$ cat config.mk
export PLATFORM = sky130hd
export DESIGN_NAME = gcd_lcm_unit
export DESIGN_NICKNAME = d
export VERILOG_FILES = /design/src/hdl/gclu_pkg.sv /design/src/hdl/gclu_alu.sv /design/src/hdl/gcd_lcm_unit.sv
export SDC_FILE = /design/constraint.sdc
export NUM_CORES = 1
export LEC_CHECK = 0
export ABC_AREA = 0
export ABC_CLOCK_PERIOD_IN_PS = 5550
export BUFFER_PORTS_ARGS = -buffer_cell sky130_fd_sc_hd__buf_2
export CORE_MARGIN = 5
export CORE_UTILIZATION = 39
export CTS_CLUSTER_SIZE = 25
export DETAILED_ROUTE_END_ITERATION = 12
export MAX_ROUTING_LAYER = met4
export SYNTH_ARGS = -nofsm -noshare
export SYNTH_HDL_FRONTEND = slang
export SYNTH_SLANG_ARGS = --single-unit
$ cat constraint.sdc
create_clock -name i_clk -period 5.55 [get_ports i_clk]
set_input_delay 0.2775 -clock i_clk [delete_from_list [all_inputs] [get_ports i_clk]]
set_output_delay 0.2775 -clock i_clk [all_outputs]
set_load 0.005 [all_outputs]
$ cat src/hdl/gclu_pkg.sv
package gclu_pkg;

    localparam int OPERAND_PORT_WIDTH = 32;
    localparam int ANSWER_WIDTH       = 64;

    localparam logic CMD_GCD = 1'b0;
    localparam logic CMD_LCM = 1'b1;

    typedef enum logic {
        ALU_ADD,
        ALU_SUB
    } t_alu_op;

endpackage

$ cat src/hdl/gclu_alu.sv
module gclu_alu #(
    parameter int AW = 64
) (
    input  logic [AW-1:0]           i_x,
    input  logic [AW-1:0]           i_y,
    input  gclu_pkg::t_alu_op       i_op,
    output logic [AW-1:0]           o_sum,
    output logic                    o_carry
);
    import gclu_pkg::*;

    logic [AW-1:0] y_eff;
    logic [AW:0]   total;

    // subtract as x + ~y + 1; carry out set means x >= y
    assign y_eff = (i_op == ALU_SUB) ? ~i_y : i_y;
    assign total = {1'b0, i_x} + {1'b0, y_eff} + {{AW{1'b0}}, (i_op == ALU_SUB)};
    assign o_sum   = total[AW-1:0];
    assign o_carry = total[AW];

endmodule

$ cat src/hdl/gcd_lcm_unit.sv
// gcd / lcm unit. A command is taken when start is high and busy is low; the
// result appears on o_answer and o_zero_operand for exactly one cycle with
// o_done high and must be captured then, since the receiver cannot stall it.
// Only the low OPERAND_WIDTH bits of each operand are used. A zero operand
// goes straight to the output state. Otherwise the binary gcd runs and then
// shifts back the common factors of two, and an lcm adds restoring division
// (first operand by the gcd) and a shift-add multiply by the second operand.
// The gcd subtract, divide and multiply steps go through one shared
// 2*OPERAND_WIDTH-bit adder.
module gcd_lcm_unit #(
    parameter int OPERAND_WIDTH = 32
) (
    input  logic        i_clk,
    input  logic        i_rst_n,
    input  logic        start,
    output logic        busy,
    input  logic        i_cmd,
    input  logic [31:0] i_first_operand,
    input  logic [31:0] i_second_operand,
    output logic        o_done,
    output logic [63:0] o_answer,
    output logic        o_zero_operand
);
    import gclu_pkg::*;

    localparam int W  = OPERAND_WIDTH;
    localparam int DW = 2 * OPERAND_WIDTH;
    localparam int KW = $clog2(OPERAND_WIDTH);
    localparam int CW = $clog2(OPERAND_WIDTH + 1);

    typedef enum logic [2:0] {
        S_IDLE,
        S_GCD,
        S_GSHIFT,
        S_DIV,
        S_MUL,
        S_OUT
    } t_state;

    t_state        r_state, n_state;
    logic          r_cmd, n_cmd;
    logic          r_zero, n_zero;
    logic [W-1:0]  r_opa, n_opa;
    logic [W-1:0]  r_opb, n_opb;
    logic [W-1:0]  r_a, n_a;
    logic [W-1:0]  r_b, n_b;
    logic [KW-1:0] r_k, n_k;
    logic [W-1:0]  r_g, n_g;
    logic [W-1:0]  r_rem, n_rem;
    logic [W-1:0]  r_q, n_q;
    logic [CW-1:0] r_cnt, n_cnt;
    logic [DW-1:0] r_mcand, n_mcand;
    logic [DW-1:0] r_acc, n_acc;
    logic [DW-1:0] r_answer, n_answer;

    logic [W-1:0]  in_a, in_b;
    logic [W:0]    shifted;
    logic [DW-1:0] alu_x, alu_y, alu_sum;
    t_alu_op       alu_op;
    logic          alu_carry;

    gclu_alu #(.AW(DW)) u_alu (
        .i_x     (alu_x),
        .i_y     (alu_y),
        .i_op    (alu_op),
        .o_sum   (alu_sum),
        .o_carry (alu_carry)
    );

    assign in_a    = i_first_operand[W-1:0];
    assign in_b    = i_second_operand[W-1:0];
    assign shifted = {r_rem, r_a[W-1]};

    // operand select for the shared adder
    always_comb begin
        alu_x  = DW'(r_a);
        alu_y  = DW'(r_b);
        alu_op = ALU_SUB;
        case (r_state)
            S_DIV: begin
                alu_x  = DW'(shifted);
                alu_y  = DW'(r_g);
                alu_op = ALU_SUB;
            end
            S_MUL: begin
                alu_x  = r_acc;
                alu_y  = r_mcand;
                alu_op = ALU_ADD;
            end
            default: begin
                alu_x  = DW'(r_a);
                alu_y  = DW'(r_b);
                alu_op = ALU_SUB;
            end
        endcase
    end

    always_comb begin
        n_state  = r_state;
        n_cmd    = r_cmd;
        n_zero   = r_zero;
        n_opa    = r_opa;
        n_opb    = r_opb;
        n_a      = r_a;
        n_b      = r_b;
        n_k      = r_k;
        n_g      = r_g;
        n_rem    = r_rem;
        n_q      = r_q;
        n_cnt    = r_cnt;
        n_mcand  = r_mcand;
        n_acc    = r_acc;
        n_answer = r_answer;
        case (r_state)
            S_IDLE: begin
                if (start) begin
                    n_cmd  = i_cmd;
                    n_opa  = in_a;
                    n_opb  = in_b;
                    n_a    = in_a;
                    n_b    = in_b;
                    n_k    = '0;
                    n_zero = (in_a == '0) || (in_b == '0);
                    if ((in_a == '0) || (in_b == '0)) begin
                        // gcd is the nonzero one (or 0), lcm is 0
                        n_answer = (i_cmd == CMD_GCD) ? DW'(in_a | in_b) : '0;
                        n_state  = S_OUT;
                    end else begin
                        n_state = S_GCD;
                    end
                end
            end
            S_GCD: begin
                if (r_a == r_b) begin
                    n_g     = r_a;
                    n_state = S_GSHIFT;
                end else if (!r_a[0] && !r_b[0]) begin
                    n_a = r_a >> 1;
                    n_b = r_b >> 1;
                    n_k = r_k + KW'(1);
                end else if (!r_a[0]) begin
                    n_a = r_a >> 1;
                end else if (!r_b[0]) begin
                    n_b = r_b >> 1;
                end else if (alu_carry) begin
                    // both odd, a > b: difference is even
                    n_a = {1'b0, alu_sum[W-1:1]};
                end else begin
                    n_a = r_b;
                    n_b = r_a;
                end
            end
            S_GSHIFT: begin
                if (r_k != '0) begin
                    n_g = r_g << 1;
                    n_k = r_k - KW'(1);
                end else if (r_cmd == CMD_GCD) begin
                    n_answer = DW'(r_g);
                    n_state  = S_OUT;
                end else begin
                    n_a     = r_opa;
                    n_rem   = '0;
                    n_q     = '0;
                    n_cnt   = CW'(W);
                    n_state = S_DIV;
                end
            end
            S_DIV: begin
                n_a = r_a << 1;
                if (alu_carry) begin
                    n_rem = alu_sum[W-1:0];
                    n_q   = {r_q[W-2:0], 1'b1};
                end else begin
                    n_rem = shifted[W-1:0];
                    n_q   = {r_q[W-2:0], 1'b0};
                end
                n_cnt = r_cnt - CW'(1);
                if (r_cnt == CW'(1)) begin
                    n_mcand = DW'(n_q);
                    n_acc   = '0;
                    n_b     = r_opb;
                    n_cnt   = CW'(W);
                    n_state = S_MUL;
                end
            end
            S_MUL: begin
                if (r_b[0]) begin
                    n_acc = alu_sum;
                end
                n_mcand = r_mcand << 1;
                n_b     = r_b >> 1;
                n_cnt   = r_cnt - CW'(1);
                if (r_cnt == CW'(1)) begin
                    n_answer = n_acc;
                    n_state  = S_OUT;
                end
            end
            S_OUT: begin
                n_state = S_IDLE;
            end
            default: begin
                n_state = S_IDLE;
            end
        endcase
    end

    always_ff @(posedge i_clk) begin
        if (!i_rst_n) begin
            r_state <= S_IDLE;
        end else begin
            r_state <= n_state;
        end
        r_cmd    <= n_cmd;
        r_zero   <= n_zero;
        r_opa    <= n_opa;
        r_opb    <= n_opb;
        r_a      <= n_a;
        r_b      <= n_b;
        r_k      <= n_k;
        r_g      <= n_g;
        r_rem    <= n_rem;
        r_q      <= n_q;
        r_cnt    <= n_cnt;
        r_mcand  <= n_mcand;
        r_acc    <= n_acc;
        r_answer <= n_answer;
    end

    assign busy           = (r_state != S_IDLE);
    assign o_done         = (r_state == S_OUT);
    assign o_answer       = ANSWER_WIDTH'(r_answer);
    assign o_zero_operand = r_zero;

endmodule

==> out/results.txt <==
Run status: completed
Endpoints failing setup: 0
Worst path buffer plus inverter count: 1
DRT antenna net count: 0
Final hold vios: 0
1st-pass router iterations: 6
Final Cell Area: 0.0297 mm2
Placed Area: 0.0273 mm2
CTS tree: built
Vias in the first global route: 21,500
Post-synth top flop: edfxtp_1
Crit path largest cell delay: 0.79 ns
Core area: 0.0647 mm2
Clock sinks: 431
Die width: 266 um
Setup crit end kind: flop
Hold/Removal Path Class: input pin to flop
Post-synth EDFFs: 428
Hold WS: 0.0347 ns
CP most frequent cell: nand2_1
Clk_lat worst skew: 0.61 ns
Largest net degree at the start of global routing: 120
GRT Util Overall: 25.3%
RSZ-0062 raised after global routing: no
Most frequent cells in the layout: nand2_1, edfxtp_1, nor2_1, a21oi_1, buf_2
Synth warn: 0
DRC viols: 0
Final Max Slew Viols: 0
Antenna cell count: 0
Grt ovf: 0
CP max FO: 119
Post-synth cell types: 88
Crit path arrival time: 5.65 ns
Crit path max-delay family: compound AO/OA/AOI/OAI gates
Yosys top cell area share: 50.3%
I/O Pins: 135
Cell Chain, Critical Path: or3b_4, buf_12, nand2_1, a31oi_1, ha_1, a21oi_1, o21bai_1, a221oi_1, o31a_1, nand2_1, a211oi_1, xnor2_1, mux2i_1, o22ai_1
Slowest CP cell: a221oi_1
Most common cell after layout, fill and taps aside: nand2_1
WS Path Type: flop to flop
Buffers added on ports: 134
H-tree levels: 2
Critical Path RT: 5.88 ns
Avg WL per Cell: 24.4 um
Starting density of the core: 39.5%
Clock Tree Root: clkbuf_16
Largest cells by area after synthesis: edfxtp_1, nand2_1, nor2_1
Layout Skew: 0.0146 ns
Slew headroom: 25.1%
Post-synthesis sequential area ratio: 50.5%
Antenna violations before repair: 2
Final wirelength: 90.4 mm
Flops & latches, synth: 431
Largest area contributor in the netlist: edfxtp_1
# nets final: 2,955
Max_cap viols: 0
# rows: 93
First-pass GRT wire length: 135 mm
Worst Max-Slew Pin Slew: 1.12 ns
Setup repair bufs after CTS: 0
Fillers: 6,172
Starting DRT DRC Count: 2,649
Worst-path clk slew: 0.06 ns
Via density: 6.05
Die height: 266 um
Post-layout util: 45.9%
Post-route setup TNS: 0 ns
Syn Nets: 2,812
Clock tree buffer depth: 3
Share of synthesized registers carrying an async set or reset: 0%
Die Area: 0.0708 mm2
Cts bufs inserted: 51
Routed vias: 22,400
Hpwl dp: 63.2 mm
Global placement routability congestion: 0.974
Critical Path Source Type: flop
Min Tclk post-route: 5.32 ns
Cell area after synthesis: 0.0256 mm2
Layout cells sized above 1: 14.1%
Avg Inst Size Synth: 9.57 um2
Synth Instances: 2,671
Fmax: 188 MHz
Fin crit share: 95.9%
Layout area overhead: 16.1%
-- registers in the layout, indices dropped and copies added, names as in the netlist --
register        count
r_cnt               6
r_opb              32
r_opa              32
r_g                32
r_cmd               1
r_k                 5
r_state             3
o_answer           64
r_b                32
r_a                32
r_mcand            64
r_acc              64
r_q                31
o_zero_operand      1
r_rem              32
-- Yosys cell counts, types with 8 or more instances --
master,n
inv_1,17
xnor2_1,64
nor4_1,28
o211ai_1,29
nand2_1,559
or3_1,9
ha_1,71
nand3_1,57
buf_6,10
a31oi_1,48
or2_2,35
o21a_1,17
xor2_1,26
nor2b_1,8
o21ai_0,115
o21bai_1,8
clkbuf_1,151
mux2i_1,48
a211o_1,14
and3_1,102
a21o_1,40
a211oi_1,37
buf_2,8
nand2_2,20
o21ai_1,10
a21oi_1,159
edfxtp_1,428
nor3_1,33
nor2_1,261
buf_1,12
o22ai_1,21
a221oi_1,32
o31ai_1,9
a21oi_2,22
nand4_1,39
and2_1,11
-- worst paths after layout --
check                end  slack, ns                start  cells after the start
max              r_a[30]       0.23           r_state[0]                     14
min            r_opa[26]       0.03  i_first_operand[26]                      1
max reg2reg      r_a[30]       0.23           r_state[0]                     14
min reg2reg  r_mcand[30]       0.54              r_q[29]                      2
-- through the flow --
step | cells | setup WS [ns]
after CTS | 3711 | 0.421
after global routing | 3711 | 0.135
final | 3711 | 0.227
after global placement | 3551 | 0.444
after detailed placement | 3551 | 0.443
after floorplan | 2671 | 0.424
-- layer usage --
layer  share of wire (%)  wire length, um  track usage, %
met2                  46            41500            39.7
met4                 5.1             4660            10.9
met5                   0                0               -
met1                  40            36500            33.0
met3                 8.7             7840            3.58
-- final cells by class --
type                            count  area (um2)  share of cell area, %
Clock buffer                       63        1350                   4.56
Clock inverter                     32         367                   1.24
Inverter                           19        71.3                  0.240
Multi-Input combinational cell   2040       11900                   40.1
Sequential cell                   431       12900                   43.5
Tap cell                          855        1070                   3.61
Timing Repair Buffer              271        1990                   6.70
-- timing repair --
item,in CTS,in global routing
gates resized for setup,0,0
hold endpoints to repair,67,0
hold buffers,65,0
-- kinds of logic (layout without fill, tap and decap cells) --
group	after synthesis	count (layout)	synth area share, %
compound gates	638	638	16.7
buf+inv	200	385	3.27
flops	431	431	50.5
simple gates	1191	1191	20.9
fa+ha+maj	73	73	3.63
xor+xnor	90	90	3.08
mux	48	48	1.88
Power is not shown: default switching activity piles up to over one toggle a cycle in this logic, so the estimate is an artifact.
